## src/rtl/bgc_pkg.sv

```systemverilog
// bgc_pkg: shared types and constants for the button gesture classifier.
// Used by bgc_core, bgc_out_seq and button_gesture_classifier.
`timescale 1ns / 1ps
package bgc_pkg;

    // Default width of the saturating age counters
    localparam int COUNTER_BITS_DEF = 16;

    // Configuration port geometry
    localparam int CFG_W     = 16;
    localparam int CFG_IDX_W = 2;

    // Register reset values
    localparam logic [CFG_W-1:0] LONG_RST   = 16'd1000;
    localparam logic [CFG_W-1:0] DOUBLE_RST = 16'd300;
    localparam logic [CFG_W-1:0] ARM_RST    = 16'd3000;

    // Events slots per tick and number of candidate events per tick
    localparam int MAX_EV = 3;
    localparam int NUM_CAND = 7;

    // Event codes as they leave the block
    typedef enum logic [2:0] {
        EV_PRESSED   = 3'd0,
        EV_RELEASED  = 3'd1,
        EV_LONG      = 3'd2,
        EV_DOUBLE    = 3'd3,
        EV_ARMED     = 3'd4,
        EV_CANCELLED = 3'd5
    } ev_code_t;

    // Configuration register indexes
    typedef enum logic [CFG_IDX_W-1:0] {
        CFG_LONG_PRESS  = 2'd0,
        CFG_DOUBLE_PRESS = 2'd1,
        CFG_ARM_WINDOW  = 2'd2,
        CFG_ACTIVE_LOW  = 2'd3
    } cfg_idx_t;

    // Candidate events in emission order: timeout cancel, press, long,
    // double-press cancel, double, armed, release
    localparam ev_code_t CAND_CODE [NUM_CAND] = '{
        EV_CANCELLED, EV_PRESSED, EV_LONG, EV_CANCELLED,
        EV_DOUBLE, EV_ARMED, EV_RELEASED
    };

    // Events produced by one tick, handed from core to output sequencer
    typedef struct packed {
        logic                   valid;
        logic [1:0]             count;
        logic [MAX_EV-1:0][2:0] code;
    } bgc_events_t;

endpackage

```

## src/rtl/bgc_core.sv

```systemverilog
// bgc_core: input register, configuration registers, gesture state and the
// per-tick event logic. Depends on bgc_pkg.
`timescale 1ns / 1ps
module bgc_core #(
    parameter int COUNTER_BITS = bgc_pkg::COUNTER_BITS_DEF
) (
    input  logic                          clk,
    input  logic                          rst_n,
    // configuration write
    input  logic                          cfg_we,
    input  logic [bgc_pkg::CFG_IDX_W-1:0] cfg_index,
    input  logic [bgc_pkg::CFG_W-1:0]     cfg_data,
    // tick stream
    input  logic                          tick_valid,
    output logic                          tick_ready,
    input  logic                          tick_pin,
    // events to sequencer
    output bgc_pkg::bgc_events_t          ev,
    input  logic                          ev_ready
);
    import bgc_pkg::*;

    localparam int CMP_W = (COUNTER_BITS > CFG_W) ? COUNTER_BITS : CFG_W;

    // Configuration registers
    logic [CFG_W-1:0] long_ticks_reg;
    logic [CFG_W-1:0] double_ticks_reg;
    logic [CFG_W-1:0] arm_ticks_reg;
    logic             active_low_reg;

    // Input register
    logic in_valid_reg;
    logic pin_reg;

    // Gesture state
    logic held_reg, long_reg, first_tap_reg, cand_reg, armed_reg;
    logic held_next, long_next, first_tap_next, cand_next, armed_next;
    logic [COUNTER_BITS-1:0] hold_age_reg, release_age_reg, arm_age_reg;
    logic [COUNTER_BITS-1:0] hold_age_next, release_age_next, arm_age_next;

    logic                    advance;
    logic                    pressed;
    logic [COUNTER_BITS-1:0] hold_bump, release_bump, arm_bump;
    logic                    hold_ge, release_ge, arm_ge;
    logic                    first_tap_kept, timeout, armed_kept;
    logic [NUM_CAND-1:0]     fire;
    logic [1:0]              n_ev;
    logic [MAX_EV-1:0][2:0]  slot;

    assign advance    = in_valid_reg & ev_ready;
    assign tick_ready = ~in_valid_reg | ev_ready;

    // Configuration writes
    always_ff @(posedge clk or negedge rst_n)
    begin
        if (!rst_n)
        begin
            long_ticks_reg   <= LONG_RST;
            double_ticks_reg <= DOUBLE_RST;
            arm_ticks_reg    <= ARM_RST;
            active_low_reg   <= 1'b1;
        end
        else if (cfg_we)
        begin
            case (cfg_idx_t'(cfg_index))
                CFG_LONG_PRESS:   long_ticks_reg   <= cfg_data;
                CFG_DOUBLE_PRESS: double_ticks_reg <= cfg_data;
                CFG_ARM_WINDOW:   arm_ticks_reg    <= cfg_data;
                CFG_ACTIVE_LOW:   active_low_reg   <= cfg_data[0];
                default:          ;
            endcase
        end
    end

    // Input register: holds one tick until the sequencer can take its events
    always_ff @(posedge clk or negedge rst_n)
    begin
        if (!rst_n)
            in_valid_reg <= 1'b0;
        else if (tick_ready)
            in_valid_reg <= tick_valid;
    end

    always_ff @(posedge clk)
    begin
        if (tick_ready && tick_valid)
            pin_reg <= tick_pin;
    end

    // Saturating ages and threshold compares
    assign pressed      = active_low_reg ? ~pin_reg : pin_reg;
    assign hold_bump    = (&hold_age_reg) ? hold_age_reg : hold_age_reg + 1'b1;
    assign release_bump = (&release_age_reg) ? release_age_reg : release_age_reg + 1'b1;
    assign arm_bump     = (&arm_age_reg) ? arm_age_reg : arm_age_reg + 1'b1;
    assign hold_ge      = CMP_W'(hold_bump) >= CMP_W'(long_ticks_reg);
    assign release_ge   = CMP_W'(release_bump) >= CMP_W'(double_ticks_reg);
    assign arm_ge       = CMP_W'(arm_bump) >= CMP_W'(arm_ticks_reg);

    // Window expiry and arm timeout come before the edge handling
    assign first_tap_kept = first_tap_reg & ~(~pressed & release_ge);
    assign timeout        = armed_reg & ~pressed & arm_ge;
    assign armed_kept     = armed_reg & ~timeout;

    // Next state and the events raised by this tick
    always_comb
    begin
        held_next        = held_reg;
        long_next        = long_reg;
        first_tap_next   = first_tap_kept;
        cand_next        = cand_reg;
        armed_next       = armed_kept;
        hold_age_next    = hold_bump;
        release_age_next = release_bump;
        arm_age_next     = arm_bump;
        fire             = '0;
        fire[0]          = timeout;

        if (pressed && !held_reg)
        begin
            cand_next     = first_tap_kept & ~release_ge;
            armed_next    = 1'b0;
            hold_age_next = '0;
            held_next     = 1'b1;
            long_next     = 1'b0;
            fire[1]       = 1'b1;
        end
        else if (pressed && held_reg)
        begin
            if (!long_reg && hold_ge)
            begin
                long_next      = 1'b1;
                cand_next      = 1'b0;
                first_tap_next = 1'b0;
                fire[2]        = 1'b1;
            end
        end
        else if (!pressed && held_reg)
        begin
            held_next = 1'b0;
            cand_next = 1'b0;
            fire[6]   = 1'b1;
            if (!long_reg)
            begin
                if (cand_reg)
                begin
                    first_tap_next = 1'b0;
                    fire[3]        = 1'b1;
                    fire[4]        = 1'b1;
                end
                else
                begin
                    first_tap_next   = 1'b1;
                    release_age_next = '0;
                    if (!armed_kept)
                    begin
                        armed_next   = 1'b1;
                        arm_age_next = '0;
                        fire[5]      = 1'b1;
                    end
                end
            end
        end
    end

    // Pack raised events into slots in order, at most three
    always_comb
    begin
        n_ev = '0;
        slot = '0;
        for (int i = 0; i < NUM_CAND; i++)
        begin
            if (fire[i] && n_ev != 2'(MAX_EV))
            begin
                slot[n_ev] = CAND_CODE[i];
                n_ev       = n_ev + 1'b1;
            end
        end
    end

    assign ev.valid = in_valid_reg;
    assign ev.count = n_ev;
    assign ev.code  = slot;

    // State update, once per tick handed on
    always_ff @(posedge clk or negedge rst_n)
    begin
        if (!rst_n)
        begin
            held_reg        <= 1'b0;
            long_reg        <= 1'b0;
            first_tap_reg   <= 1'b0;
            cand_reg        <= 1'b0;
            armed_reg       <= 1'b0;
            hold_age_reg    <= '0;
            release_age_reg <= '0;
            arm_age_reg     <= '0;
        end
        else if (advance)
        begin
            held_reg        <= held_next;
            long_reg        <= long_next;
            first_tap_reg   <= first_tap_next;
            cand_reg        <= cand_next;
            armed_reg       <= armed_next;
            hold_age_reg    <= hold_age_next;
            release_age_reg <= release_age_next;
            arm_age_reg     <= arm_age_next;
        end
    end

    // A double-press candidate only exists while the button is held
    a_cand_held: assert property (@(posedge clk) disable iff (!rst_n)
        cand_reg |-> held_reg)
        else $error("double-press candidate without hold");

    // Power-off arming is only live while released
    a_armed_released: assert property (@(posedge clk) disable iff (!rst_n)
        armed_reg |-> !held_reg)
        else $error("power-off armed while held");

    // A press edge always yields a pressed event in the slots
    a_press_event: assert property (@(posedge clk) disable iff (!rst_n)
        (in_valid_reg && pressed && !held_reg) |-> (ev.count != 2'd0))
        else $error("press edge produced no event");

endmodule

```

## src/rtl/bgc_out_seq.sv

```systemverilog
// bgc_out_seq: result register holding the events of one tick and sending
// them one transfer at a time. Depends on bgc_pkg.
`timescale 1ns / 1ps
module bgc_out_seq (
    input  logic                 clk,
    input  logic                 rst_n,
    // events from core
    input  bgc_pkg::bgc_events_t ev,
    output logic                 ev_ready,
    // output stream
    output logic                 m_tvalid,
    input  logic                 m_tready,
    output logic [7:0]           m_tdata,   // [2:0] event_code, [7:3] zero
    output logic                 m_tlast    // last_event
);
    import bgc_pkg::*;

    logic [1:0]             cnt_reg;
    logic [MAX_EV-1:0][2:0] slot_reg;
    logic                   pop;
    logic                   load;

    assign pop      = m_tvalid & m_tready;
    assign ev_ready = (cnt_reg == 2'd0) || (cnt_reg == 2'd1 && m_tready);
    assign load     = ev.valid & ev_ready;

    // Event count of the tick being drained
    always_ff @(posedge clk or negedge rst_n)
    begin
        if (!rst_n)
            cnt_reg <= '0;
        else if (load)
            cnt_reg <= ev.count;
        else if (pop)
            cnt_reg <= cnt_reg - 1'b1;
    end

    // Slot shift register, head at slot 0
    always_ff @(posedge clk)
    begin
        if (load)
            slot_reg <= ev.code;
        else if (pop)
            slot_reg <= {3'b000, slot_reg[MAX_EV-1:1]};
    end

    assign m_tvalid = cnt_reg != 2'd0;
    assign m_tdata  = {5'b00000, slot_reg[0]};
    assign m_tlast  = cnt_reg == 2'd1;

    // A tick is only loaded over a finished or finishing one
    a_load_clean: assert property (@(posedge clk) disable iff (!rst_n)
        load |-> (cnt_reg == 2'd0 || (cnt_reg == 2'd1 && pop)))
        else $error("events loaded over pending events");

    // The loaded count arrives intact
    a_load_count: assert property (@(posedge clk) disable iff (!rst_n)
        load |=> cnt_reg == $past(ev.count))
        else $error("event count lost on load");

endmodule

```

## src/rtl/button_gesture_classifier.sv

```systemverilog
// button_gesture_classifier: top level, one debounced pin sample per tick in,
// gesture events out. Depends on bgc_pkg, bgc_core and bgc_out_seq.
//
//  channel | signals                          | payload
//  --------+----------------------------------+---------------------------------
//  ticks   | s_tvalid / s_tready / s_tdata    | [0] pin_level
//  events  | m_tvalid / m_tready / m_tdata,   | [2:0] event_code;
//          | m_tlast                          | tlast = last_event
//  config  | cfg_we / cfg_index / cfg_data    | 0 long, 1 double, 2 arm, 3 polarity
//
// A tick is held in the input register; its events (0 to 3) are loaded
// into the result register and leave one per cycle while m_tready is
// high.
// The next tick is taken while the last event of the previous one leaves.
// Reset clears the gesture state and loads the default thresholds.
// Stalls on m_tready propagate back to s_tready through the result register.
`timescale 1ns / 1ps
module button_gesture_classifier #(
    parameter int COUNTER_BITS = bgc_pkg::COUNTER_BITS_DEF
) (
    input  logic                          clk,
    input  logic                          rst_n,
    input  logic                          cfg_we,
    input  logic [bgc_pkg::CFG_IDX_W-1:0] cfg_index,
    input  logic [bgc_pkg::CFG_W-1:0]     cfg_data,
    input  logic                          s_tvalid,
    output logic                          s_tready,
    input  logic [7:0]                    s_tdata,   // [0] pin_level, [7:1] unused
    output logic                          m_tvalid,
    input  logic                          m_tready,
    output logic [7:0]                    m_tdata,   // [2:0] event_code, [7:3] zero
    output logic                          m_tlast    // last_event
);
    import bgc_pkg::*;

    bgc_events_t ev;
    logic        ev_ready;

    // Tick register, state and event logic
    bgc_core #(
        .COUNTER_BITS (COUNTER_BITS)
    ) u_core (
        .clk        (clk),
        .rst_n      (rst_n),
        .cfg_we     (cfg_we),
        .cfg_index  (cfg_index),
        .cfg_data   (cfg_data),
        .tick_valid (s_tvalid),
        .tick_ready (s_tready),
        .tick_pin   (s_tdata[0]),
        .ev         (ev),
        .ev_ready   (ev_ready)
    );

    // Event result register and drain
    bgc_out_seq u_out_seq (
        .clk      (clk),
        .rst_n    (rst_n),
        .ev       (ev),
        .ev_ready (ev_ready),
        .m_tvalid (m_tvalid),
        .m_tready (m_tready),
        .m_tdata  (m_tdata),
        .m_tlast  (m_tlast)
    );

endmodule

```

## config.mk

```make
export PLATFORM = sky130hd
export DESIGN_NAME = button_gesture_classifier
export DESIGN_NICKNAME = d
export VERILOG_FILES = /design/src/rtl/bgc_pkg.sv /design/src/rtl/bgc_core.sv /design/src/rtl/bgc_out_seq.sv /design/src/rtl/button_gesture_classifier.sv
export SDC_FILE = /design/constraint.sdc
export NUM_CORES = 1
export LEC_CHECK = 0
export BUFFER_PORTS_ARGS = -buffer_cell sky130_fd_sc_hd__buf_2
export CAP_MARGIN = 20
export CELL_PAD_IN_SITES_DETAIL_PLACEMENT = 0
export CELL_PAD_IN_SITES_GLOBAL_PLACEMENT = 1
export CORE_ASPECT_RATIO = 0.6
export CORE_MARGIN = 3
export CORE_UTILIZATION = 48
export DETAILED_ROUTE_END_ITERATION = 6
export PLACE_DENSITY = 0.85
export SYNTH_ARGS = -nofsm -noshare
export SYNTH_HDL_FRONTEND = slang
export SYNTH_SLANG_ARGS = --single-unit
```

## constraint.sdc

```tcl
create_clock -name clk -period 9.3 [get_ports clk]
set_clock_uncertainty 0.05 [all_clocks]
set_input_delay 1.86 -clock clk [delete_from_list [all_inputs] [get_ports clk]]
set_output_delay 1.86 -clock clk [all_outputs]
set_load 0.01 [all_outputs]
```

==> key figures, run 1 <==
Outcome
  – Status: completed

Global routing
  – Total gr overflow: 0
  – Vias in the first global route: 5699
  – First-pass GRT wire length: 29.5 mm
  – GRT Resource Usage Total: 0.217
  – Largest net degree at the start of global routing: 77
  – Initial antenna violation count: 0

Final layout
  – Footprint of the multi-input gates: 4120 µm²
  – Antenna cell count: 0
  – Layout cell share with drive strength beyond 1: 0.171
  – Register area: 2950 µm²
  – Synth-to-Final Area Change: 12.7%
  – Post-Route Utilization: 0.567
  – Layout filler cell count: 1286
  – # nets final: 921

Routing
  – Routed vias/inst: 5.71
  – Via count: 5863
  – Post-DR wirelength/cell: 17.5 µm
  – DRC: 0
  – DR pass1 iterations: 5
  – DRC violation total after the first TritonRoute iteration: 493
  – Antenna-violating nets left: 0
  – Routed WL: 17.9 mm

STA
  – Final Hold Vio Count: 0
  – Slew HR: 0.343
  – Slew Viols, Final: 0
  – Tmin final: 8770 ps
  – Hold Worst Slack: 448 ps
  – Fmax: 0.114 GHz
  – Worst-Margin Slew: 986 ps
  – Final Setup Violations: 0
  – Post-route clock period utilization: 0.943

Power
  – P_leak: 4.12 nW
  – Pwr per Cell Area: 248 nW/µm²
  – Clock power share: 0.315
  – Max IR drop VDD: 0.000206 V
  – Sw Pwr: 0.000764 W
  – Part of the power in combinational logic: 0.347
  – Register share of total power: 0.338
  – Switch share: 0.367
  – Cell-internal power: 0.00132 W
  – PnR Total Power: 0.00208 W

Logic synthesis
  – Post-synthesis cell area: 7440 µm²
  – Syn Inst Count: 788
  – Async S/R FF share, synth: 0.913
  – Avg Inst Size Synth: 9.44 µm²
  – Synth unique cells: 62
  – Register bit total from synthesis: 115
  – Ys Warns: 0
  – Post-synth EDFFs: 10
  – Main flop type after synthesis: dfrtp_1
  – Seq/Total Area, Yosys: 0.397

Die
  – Core area: 14800 µm²
  – Initial cell density of the core: 0.503
  – Die W: 167 µm
  – Die footprint: 17100 µm²
  – Io pins: 42
  – Std-Cell Rows: 34
  – Die Ht: 102 µm

Worst setup path
  – CP Class: flop to flop
  – Most frequent CP cell: ha_1
  – Setup crit start kind: flop
  – CP max stage delay: 420 ps
  – Flop2flop setup slack: 530 ps
  – Critical Path Start: u_core.arm_age_reg[0]
  – Worst-path fanout max: 8
  – Crit path capture type: flop
  – Arrival time worst endpoint: 8880 ps
  – Worst EP required: 9410 ps
  – Reg2reg start: u_core.arm_age_reg[0]
  – Slowest CP cell: dfrtp_1
  – R2R Path End: u_out_seq.m_tdata[2]
  – Worst Reg-to-Reg Cells: 41

CTS
  – Worst skew pair latency: 410 ps
  – H-tree depth: 4
  – Clock Pin Slew Worst Setup and Hold Paths: 50 ps
  – TritonCTS clock tree: built
  – CTS Sinks: 115
  – CTS Root Cell: clkbuf_16
  – CTS Buf Count: 17
  – Post-CTS Hold Buffers: 0
  – CTS max path bufs: 2

Hold path
  – Hold EP: u_core.armed_reg
  – Hold path depth: 2
  – Hold Crit Class: flop to flop
  – HP Start: u_core.armed_reg

Place
  – Post-DP HPWL: 13.1 mm
  – Input/output buffers: 29
  – Gpl congestion: 0.901

Job
  – Maxcap violations: 0
## layout make-up
class / count / share of cell area
Multi-Input combinational cell: 573 / 0.491
Timing Repair Buffer: 38 / 0.0257
Clock buffer: 23 / 0.0582
Clock inverter: 9 / 0.0124
Tap cell: 198 / 0.0295
Sequential cell: 115 / 0.352
Inverter: 70 / 0.0313
## repair_timing
item / CTS / global route
buffers inserted: 0 / 1
endpoints found under the setup margin: 0 / 11
resized for setup: 0 / 5
## kinds of logic (layout without fill, tap and decap cells)
group	count (synthesis)	after routing	share of synthesized area
and+or+nand+nor	233	233	0.150
AOI/OAI and AO/OA	176	176	0.153
DFF	115	115	0.397
buffers and inverters	104	140	0.0567
adders and majority gates	75	75	0.126
muxes	44	44	0.0676
xor gates and xnor gates	40	40	0.0491
other	1	5	0.000504
## cells in the mapped netlist, drive strengths merged, types with 2 or more instances
master	number	area [µm²]
ha	75	938
dfrtp	87	2180
xor2	19	166
nor4	3	31.3
a21oi	33	176
mux2	41	473
a22o	23	201
buf	11	72.6
nor3	9	45.0
nor2	39	149
a211oi	2	15.0
xnor2	21	199
nand3b	3	22.5
and2	6	37.5
nand4	14	100
nor3b	2	15.0
mux2i	3	30.0
edfxtp	10	300
inv	70	263
nand2	99	372
and4	3	26.3
o21a	2	15.0
and3	15	93.8
a21o	16	120
or3	2	12.5
dfstp	18	473
o31ai	14	110
nand3	24	120
nor2b	3	18.8
a32oi	3	26.3
a41oi	2	17.5
a31oi	4	25.0
nand2b	7	43.8
a21boi	2	15.0
o21ai	65	325
clkbuf	23	86.3
## per-layer routing
layer,GRT usage,part of all wire
met4,0.0475,0.0093
met1,0.319,0.52
met3,0.0472,0.047
met5,0,0
met2,0.334,0.43
## power by group through the flow
stage | logic (W) | clock network (W) | registers, W
3_5_place_dp | 0.000708 | 0 | 0.000707
3_3_place_gp | 0.000678 | 0 | 0.000701
5_1_grt | 0.000810 | 0.000692 | 0.000715
6_report | 0.000722 | 0.000656 | 0.000702
4_1_cts | 0.000718 | 0.000664 | 0.000700
2_1_floorplan | 0.000531 | 0 | 0.000682
## how the worst max path moves through the flow
stage                           end  slack, ps  depth (start not counted)
6_report       u_out_seq.m_tdata[2]        530                         41
5_1_grt        u_out_seq.m_tdata[2]        -30                         41
4_1_cts        u_out_seq.m_tdata[2]        180                         40
3_5_place_dp   u_out_seq.m_tdata[2]        230                         40
3_3_place_gp   u_out_seq.m_tdata[2]        560                         40
2_1_floorplan  u_out_seq.m_tdata[2]       1090                         42
## critical path: cells and delay by family, from the launching register on
family                   cells  cell delay, ps
XOR/XNOR                     3             740
multiplexers                 2             670
flip-flops                   1             420
AND/OR/NAND/NOR             14            2550
adder cells (fa/ha/maj)      7            1620
buffers and inverters        5             560
AO/OA/AOI/OAI               10            1900
## cell usage in the layout, fill, tap and decap left out, types with 4 or more instances in the layout
cell and instances:
and3_1 15, and2_1 6, buf_4 10, dfstp_2 18, buf_2 28, a22o_1 23
mux2_2 37, nand4_1 12, edfxtp_1 10, inv_1 70, nand2b_1 7, nand3_1 24
a21oi_1 32, clkinv_2 4, xnor2_1 18, conb_1 5, clkbuf_16 17, clkbuf_8 4
o31ai_1 13, a21o_1 16, o21ai_1 11, ha_1 75, a31oi_1 4, dfrtp_1 87
nor3_1 9, o21ai_0 54, nand2_1 99, nor2_1 37, xor2_1 19
## metrics by stage
stage / instance area, µm² / TNS, ps / setup slack, ps / cells
floorplan: 7460 / 0 / 1090 / 792
CTS: 8350 / 0 / 185 / 1025
global placement: 7760 / 0 / 561 / 993
detailed placement: 7760 / 0 / 226 / 993
global route: 8390 / -29.5 / -29.5 / 1026
finish: 8390 / 0 / 530 / 1026
(Power assumes the default switching activity.)
==> run 2, diff against run 1 <==
CORE_UTILIZATION = 52   (was 48)
PLACE_DENSITY = 0.91   (was 0.85)
REMOVE_ABC_BUFFERS = 1   (was unset)
clock period = 10.6 ns   (was 9.3 ns; I/O delays follow)
==> run 2 against run 1 <==
Effect of this change:
- clock power decreased by 18%
- setup slack improved by 460 ps
- highest routed layer unchanged
- die area decreased by 7.3%
- cell count decreased by 0.97%
- design area decreased by 1.3%
- total power decreased by 14%
- critical path depth decreased by 1
- largest power group unchanged
- sequential power decreased by 12%
- routed wire length decreased by 2.2%
- flip-flop and latch count unchanged
==> key figures, run 2 (same netlist as run 1, synthesis figures left out) <==
Routing
  – Routed WL: 17.5 mm (was 17.9 mm)
  – WL met3: 1.03 mm (was 837 µm)
  – Routed vias/inst: 5.75 (was 5.71)
  – DR top layer: met4 (unchanged)
  – DR pass1 iterations: 5 (unchanged)
  – Met1 wire length: 8.73 mm (was 9.30 mm)
  – DRC: 0 (unchanged)
  – Via count: 5846 (was 5863)
  – Met2 Wirelength: 7.53 mm (was 7.63 mm)
  – Antenna-violating nets left: 0 (unchanged)
  – Post-DR wirelength/cell: 17.3 µm (was 17.5 µm)
  – DRC violation total after the first TritonRoute iteration: 468 (was 493)

Worst setup path
  – Flop2flop setup slack: 990 ps (was 530 ps)
  – Worst EP required: 10700 ps (was 9410 ps)
  – Worst-path fanout max: 8 (unchanged)
  – Setup crit start kind: flop (unchanged)
  – CP max stage delay: 460 ps (was 420 ps)
  – Arrival time worst endpoint: 9720 ps (was 8880 ps)
  – Crit path capture type: flop (unchanged)
  – CP Class: flop to flop (unchanged)
  – Most frequent CP cell: ha_1 (unchanged)
  – Slowest CP cell: nor4_2 (was dfrtp_1)

CTS
  – CTS Sinks: 115 (unchanged)
  – Worst skew pair latency: 410 ps (about the same)
  – Setup Fix Bufs, Post-CTS: 0 (unchanged)
  – CTS Buf Count: 17 (unchanged)
  – TritonCTS clock tree: built (unchanged)
  – CTS Root Cell: clkbuf_16 (unchanged)
  – CTS max path bufs: 2 (unchanged)
  – Post-CTS Hold Buffers: 0 (unchanged)
  – Clock Pin Slew Worst Setup and Hold Paths: 50 ps (about the same)
  – H-tree depth: 4 (unchanged)
  – Resized Gates After CTS: 0 (unchanged)

Hold path
  – Hold Crit Class: flop to flop (unchanged)

Place
  – Place WS: 1070 ps (was 226 ps)
  – Input/output buffers: 29 (unchanged)
  – Post-DP HPWL: 12.8 mm (was 13.1 mm)
  – Gpl congestion: 0.839 (was 0.901)

Global routing
  – Initial antenna violation count: 0 (unchanged)
  – Vias in the first global route: 5739 (was 5699)
  – Total gr overflow: 0 (unchanged)
  – GRT Resource Usage Total: 0.231 (was 0.217)
  – First-pass GRT wire length: 29.2 mm (was 29.5 mm)
  – Largest net degree at the start of global routing: 57 (was 77)

STA
  – Slew Viols, Final: 0 (unchanged)
  – Worst-Margin Slew: 941 ps (was 986 ps)
  – Final worst slack: 986 ps (was 530 ps)
  – Final Setup Violations: 0 (unchanged)
  – Tmin final: 9610 ps (was 8770 ps)
  – Hold Worst Slack: 443 ps (was 448 ps)
  – Final Hold Vio Count: 0 (unchanged)
  – Post-route clock period utilization: 0.907 (was 0.943)
  – Final setup TNS: 0 ps (unchanged)
  – Fmax: 0.104 GHz (was 0.114 GHz)
  – RSZ-0062 raised after global routing: false
  – Slew HR: 0.371 (was 0.343)

Power
  – Clock power share: 0.301 (was 0.315)
  – Part of the power in combinational logic: 0.354 (was 0.347)
  – Register share of total power: 0.345 (was 0.338)
  – Pwr per Cell Area: 216 nW/µm² (was 248 nW/µm²)
  – Sw Pwr: 0.000665 W (was 0.000764 W)
  – Cell-internal power: 0.00112 W (was 0.00132 W)
  – Switch share: 0.372 (was 0.367)
  – Max IR drop VDD: 0.000186 V (was 0.000206 V)
  – PnR Total Power: 0.00179 W (was 0.00208 W)
  – P_leak: 4.06 nW (was 4.12 nW)

Die
  – Die W: 160 µm (was 167 µm)
  – Initial cell density of the core: 0.538 (was 0.503)
  – Std-Cell Rows: 33 (was 34)
  – Die Ht: 98.7 µm (was 102 µm)
  – Die footprint: 15800 µm² (was 17100 µm²)
  – Core area: 13800 µm² (was 14800 µm²)
  – Io pins: 42 (unchanged)

Final layout
  – Register area: 2950 µm² (unchanged)
  – Synth-to-Final Area Change: 11.2% (was 12.7%)
  – Footprint of the multi-input gates: 4090 µm² (was 4120 µm²)
  – # nets final: 917 (was 921)
  – Antenna cell count: 0 (unchanged)
  – Most common cell after layout, fill and taps aside: nand2_1 (unchanged)
  – Commonest cells after routing, fill and taps aside: nand2_1 (99), dfrtp_1 (87), ha_1 (75) (unchanged)
  – Post-Route Utilization: 0.598 (was 0.567)
  – Layout filler cell count: 1168 (was 1286)
  – Layout cell share with drive strength beyond 1: 0.159 (was 0.171)

Job
  – Maxcap violations: 0 (unchanged)

Outcome
  – Status: completed (unchanged)
[run 2: worst max-delay path: cells and delay by family (launching register included)]
kind                     cells  cell delay, ps
AO/OA/AOI/OAI               10            1720
AND/OR/NAND/NOR             15            3640
buffers and inverters        3             340
adder cells (fa/ha/maj)      6            1470
flip-flops                   1             450
XOR/XNOR                     5            1310
multiplexers                 1             360
[run 2: layout make-up]
type / count / area share
tap: 192 / 0.0290
clock buffer: 27 / 0.0596
multi-input combinational: 573 / 0.495
clock inverter: 5 / 0.00620
sequential: 115 / 0.356
inverter: 70 / 0.0317
timing repair buffer: 34 / 0.0224
[run 2: layer usage]
metal	vias up	global-route usage
met3	28	0.0479
met5	-	0
met1	2851	0.343
met2	166	0.338
met4	0	0.0747
li1	2801	-
[run 2: power by group through the flow]
stage | Sequential (W) | Clock [W] | Combinational, W
3_5_place_dp | 0.000620 | 0 | 0.000625
5_1_grt | 0.000627 | 0.000564 | 0.000719
3_3_place_gp | 0.000615 | 0 | 0.000587
2_1_floorplan | 0.000604 | 0 | 0.000434
4_1_cts | 0.000615 | 0.000543 | 0.000631
6_report | 0.000616 | 0.000538 | 0.000634
[run 2: stage by stage]
stage                     cells  area [µm²]
after floorplan             758        7300
after global routing       1016        8280
after detailed placement    984        7730
after global placement      984        7730
final                      1016        8280
after CTS                  1016        8280
[run 2: path summary, 6_finish.rpt]
check,cells after the start,endpoint,from
min reg2reg,2,u_out_seq.cnt_reg[1],u_out_seq.cnt_reg[1]
max in group asynchronous,2,u_core.long_ticks_reg[14],rst_n
max,40,u_out_seq.m_tdata[2],u_core.arm_age_reg[4]
min,2,u_out_seq.cnt_reg[1],u_out_seq.cnt_reg[1]
min in group asynchronous,1,u_core.arm_age_reg[4],rst_n
max reg2reg,40,u_out_seq.m_tdata[2],u_core.arm_age_reg[4]
==> run 3, diff against run 2 <==
--- a/config.mk
+++ b/config.mk
@@ -15,3 +15,5 @@
 export DETAILED_ROUTE_END_ITERATION = 6
+export GPL_TIMING_DRIVEN = 0
 export PLACE_DENSITY = 0.91
+export RECOVER_POWER = 25
 export REMOVE_ABC_BUFFERS = 1
==> constraint.sdc (replaced) <==
create_clock -name clk -period 10.6 [get_ports clk]
set_clock_uncertainty 0.05 [all_clocks]
set_input_delay 0.53 -clock clk [delete_from_list [all_inputs] [get_ports clk]]
set_output_delay 0.53 -clock clk [all_outputs]
set_load 0.01 [all_outputs]
==> run 3 against run 2 <==
Effect of this change:
- the run now ends with max-capacitance violations, max-slew violations left
- global-route usage rose by 0.29 points
- combinational power barely moved
- core utilization rose by 0.16 points
- register-to-register slack got worse by 40 ps
- hold slack got worse by 190 ps
- largest power group unchanged
==> key figures, run 3 (same netlist as run 1, synthesis figures left out) <==
Worst setup path
  – Slowest CP cell: nor4_2 (unchanged)
  – Crit path capture type: flop (unchanged)
  – Worst-path fanout max: 8 (unchanged)
  – Arrival time worst endpoint: 9770 ps (was 9720 ps)
  – Reg2reg start: u_core.arm_age_reg[4] (unchanged)
  – Setup crit start kind: flop (unchanged)
  – Worst EP required: 10720 ps (was 10700 ps)
  – R2R Path End: u_out_seq.m_tdata[2] (unchanged)
  – Worst Reg-to-Reg Cells: 40 (unchanged)
  – CP Class: flop to flop (unchanged)
  – CP max stage delay: 500 ps (was 460 ps)
  – Flop2flop setup slack: 940 ps (was 990 ps)
  – Most frequent CP cell: ha_1 (unchanged)

Routing
  – Routed WL: 17.7 mm (was 17.5 mm)
  – Antenna-violating nets left: 0 (unchanged)
  – DRC violation total after the first TritonRoute iteration: 453 (was 468)
  – Via count: 5809 (was 5846)
  – DRC: 0 (unchanged)
  – DR pass1 iterations: 4 (was 5)
  – Routed vias/inst: 5.73 (was 5.75)
  – Post-DR wirelength/cell: 17.4 µm (was 17.3 µm)

Die
  – Io pins: 42 (unchanged)
  – Initial cell density of the core: 0.538 (unchanged)
  – Die Ht: 98.7 µm (unchanged)
  – Core area: 13800 µm² (unchanged)
  – Die footprint: 15800 µm² (unchanged)
  – Die W: 160 µm (unchanged)
  – Std-Cell Rows: 33 (unchanged)

Hold path
  – Hold path depth: 1 (was 2)
  – Hold EP: u_core.pin_reg (was u_out_seq.cnt_reg[1])
  – HP Start: s_tdata[0] (was u_out_seq.cnt_reg[1])
  – Hold Crit Class: input pin to flop (was flop to flop)

CTS
  – TritonCTS clock tree: built (unchanged)
  – Setup Fix Bufs, Post-CTS: 0 (unchanged)
  – Resized Gates After CTS: 0 (unchanged)
  – Worst skew pair latency: 410 ps (about the same)
  – Post-CTS Hold Buffers: 0 (unchanged)
  – CTS Root Cell: clkbuf_16 (unchanged)
  – H-tree depth: 4 (unchanged)
  – Clock Pin Slew Worst Setup and Hold Paths: 60 ps (was 50 ps)
  – CTS max path bufs: 2 (unchanged)
  – CTS Buf Count: 17 (unchanged)
  – CTS Sinks: 115 (unchanged)

STA
  – Worst-Margin Slew: 2950 ps (was 941 ps)
  – Slew HR: -0.969 (was 0.371)
  – Final Setup Violations: 0 (unchanged)
  – Final setup TNS: 0 ps (unchanged)
  – Tmin final: 9660 ps (was 9610 ps)
  – Slew Viols, Final: 108 (was 0)
  – Fmax: 0.104 GHz (about the same)
  – RSZ-0062 raised after global routing: false (unchanged)
  – Final Hold Vio Count: 0 (unchanged)
  – Post-route clock period utilization: 0.911 (was 0.907)

Final layout
  – Most common cell after layout, fill and taps aside: nand2_1 (unchanged)
  – Register area: 2950 µm² (unchanged)
  – Layout filler cell count: 1120 (was 1168)
  – Commonest cells after routing, fill and taps aside: nand2_1 (99), dfrtp_1 (87), ha_1 (75) (unchanged)
  – Layout cell share with drive strength beyond 1: 0.155 (was 0.159)
  – Footprint of the multi-input gates: 4100 µm² (was 4090 µm²)
  – # nets final: 915 (was 917)
  – Antenna cell count: 0 (unchanged)
  – Final std cells w/o fill: 1014 (was 1016)
  – Synth-to-Final Area Change: 11.5% (was 11.2%)

Global routing
  – Largest net degree at the start of global routing: 58 (was 57)
  – Total gr overflow: 0 (unchanged)
  – Initial antenna violation count: 0 (unchanged)
  – Vias in the first global route: 5840 (was 5739)
  – First-pass GRT wire length: 29.5 mm (was 29.2 mm)
  – GRT Resource Usage Total: 0.234 (was 0.231)

Power
  – Part of the power in combinational logic: 0.348 (was 0.354)
  – Pwr per Cell Area: 218 nW/µm² (was 216 nW/µm²)
  – Cell-internal power: 0.00115 W (was 0.00112 W)
  – Sw Pwr: 0.000663 W (was 0.000665 W)
  – P_leak: 4.06 nW (about the same)
  – Clock power share: 0.310 (was 0.301)
  – PnR Total Power: 0.00181 W (was 0.00179 W)
  – Register share of total power: 0.342 (was 0.345)
  – Max IR drop VDD: 0.000157 V (was 0.000186 V)
  – Switch share: 0.366 (was 0.372)

Place
  – Placed cell count: 982 (was 984)
  – Input/output buffers: 29 (unchanged)
  – Gpl congestion: 0.845 (was 0.839)
  – Post-DP HPWL: 12.8 mm (about the same)

Outcome
  – Failing checks: max-capacitance violations, max-slew violations
  – Status: complete, but fails checks (was completed)

Job
  – Maxcap violations: 2 (was 0)
## run 3: metrics by stage
stage | instance area, µm² | util | hold WS [ps] | setup WS [ps]
after detailed placement | 7760 | 0.561 | 429 | 1040
after global routing | 8300 | 0.600 | 234 | 143
final | 8300 | 0.600 | 250 | 942
after global placement | 7680 | 0.555 | 431 | 1310
after floorplan | 7300 | - | 184 | 2340
after CTS | 8330 | 0.602 | 133 | 993
## run 3: final cells by class
cell class,count,area share
clock inverter,6,0.00965
inverter,70,0.0317
multi-input combinational,573,0.494
tap,192,0.0289
sequential,115,0.355
timing repair buffer,32,0.0214
clock buffer,26,0.0589
## run 3: worst max-delay path by stage
stage,from,end,slack [ps],cells after the start
floorplan,u_core.arm_age_reg[4],u_out_seq.m_tdata[2],2340,38
global route,u_core.arm_age_reg[4],u_out_seq.m_tdata[2],140,40
global placement,u_core.arm_age_reg[4],u_out_seq.m_tdata[2],1310,40
finish,u_core.arm_age_reg[4],u_out_seq.m_tdata[2],940,40
CTS,u_core.arm_age_reg[4],u_out_seq.m_tdata[2],990,40
detailed placement,u_core.arm_age_reg[4],u_out_seq.m_tdata[2],1040,40
## run 3: power groups by stage
stage                     combinational (W)  sequential (W)  clock, W
after floorplan                    0.000434        0.000604         0
after detailed placement           0.000623        0.000622         0
final                              0.000631        0.000619  0.000561
after global routing               0.000714        0.000630  0.000590
after global placement             0.000581        0.000616         0
after CTS                          0.000631        0.000617  0.000567
## run 3: worst max-delay path, delay by kind of cell (launching register included)
family	cells	cell delay (ps)
AO/OA/AOI/OAI	10	1880
XOR/XNOR	5	1280
adder cells (fa/ha/maj)	6	1440
buffers and inverters	3	330
flip-flops	1	450
multiplexers	1	370
AND/OR/NAND/NOR	15	3610
## run 3: layer usage
metal,wire length [µm],GRT usage,up-vias
met5,0,0,-
met4,232,0.0713,0
met3,1030,0.0504,25
met2,7600,0.351,165
met1,8810,0.341,2821
li1,-,-,2798
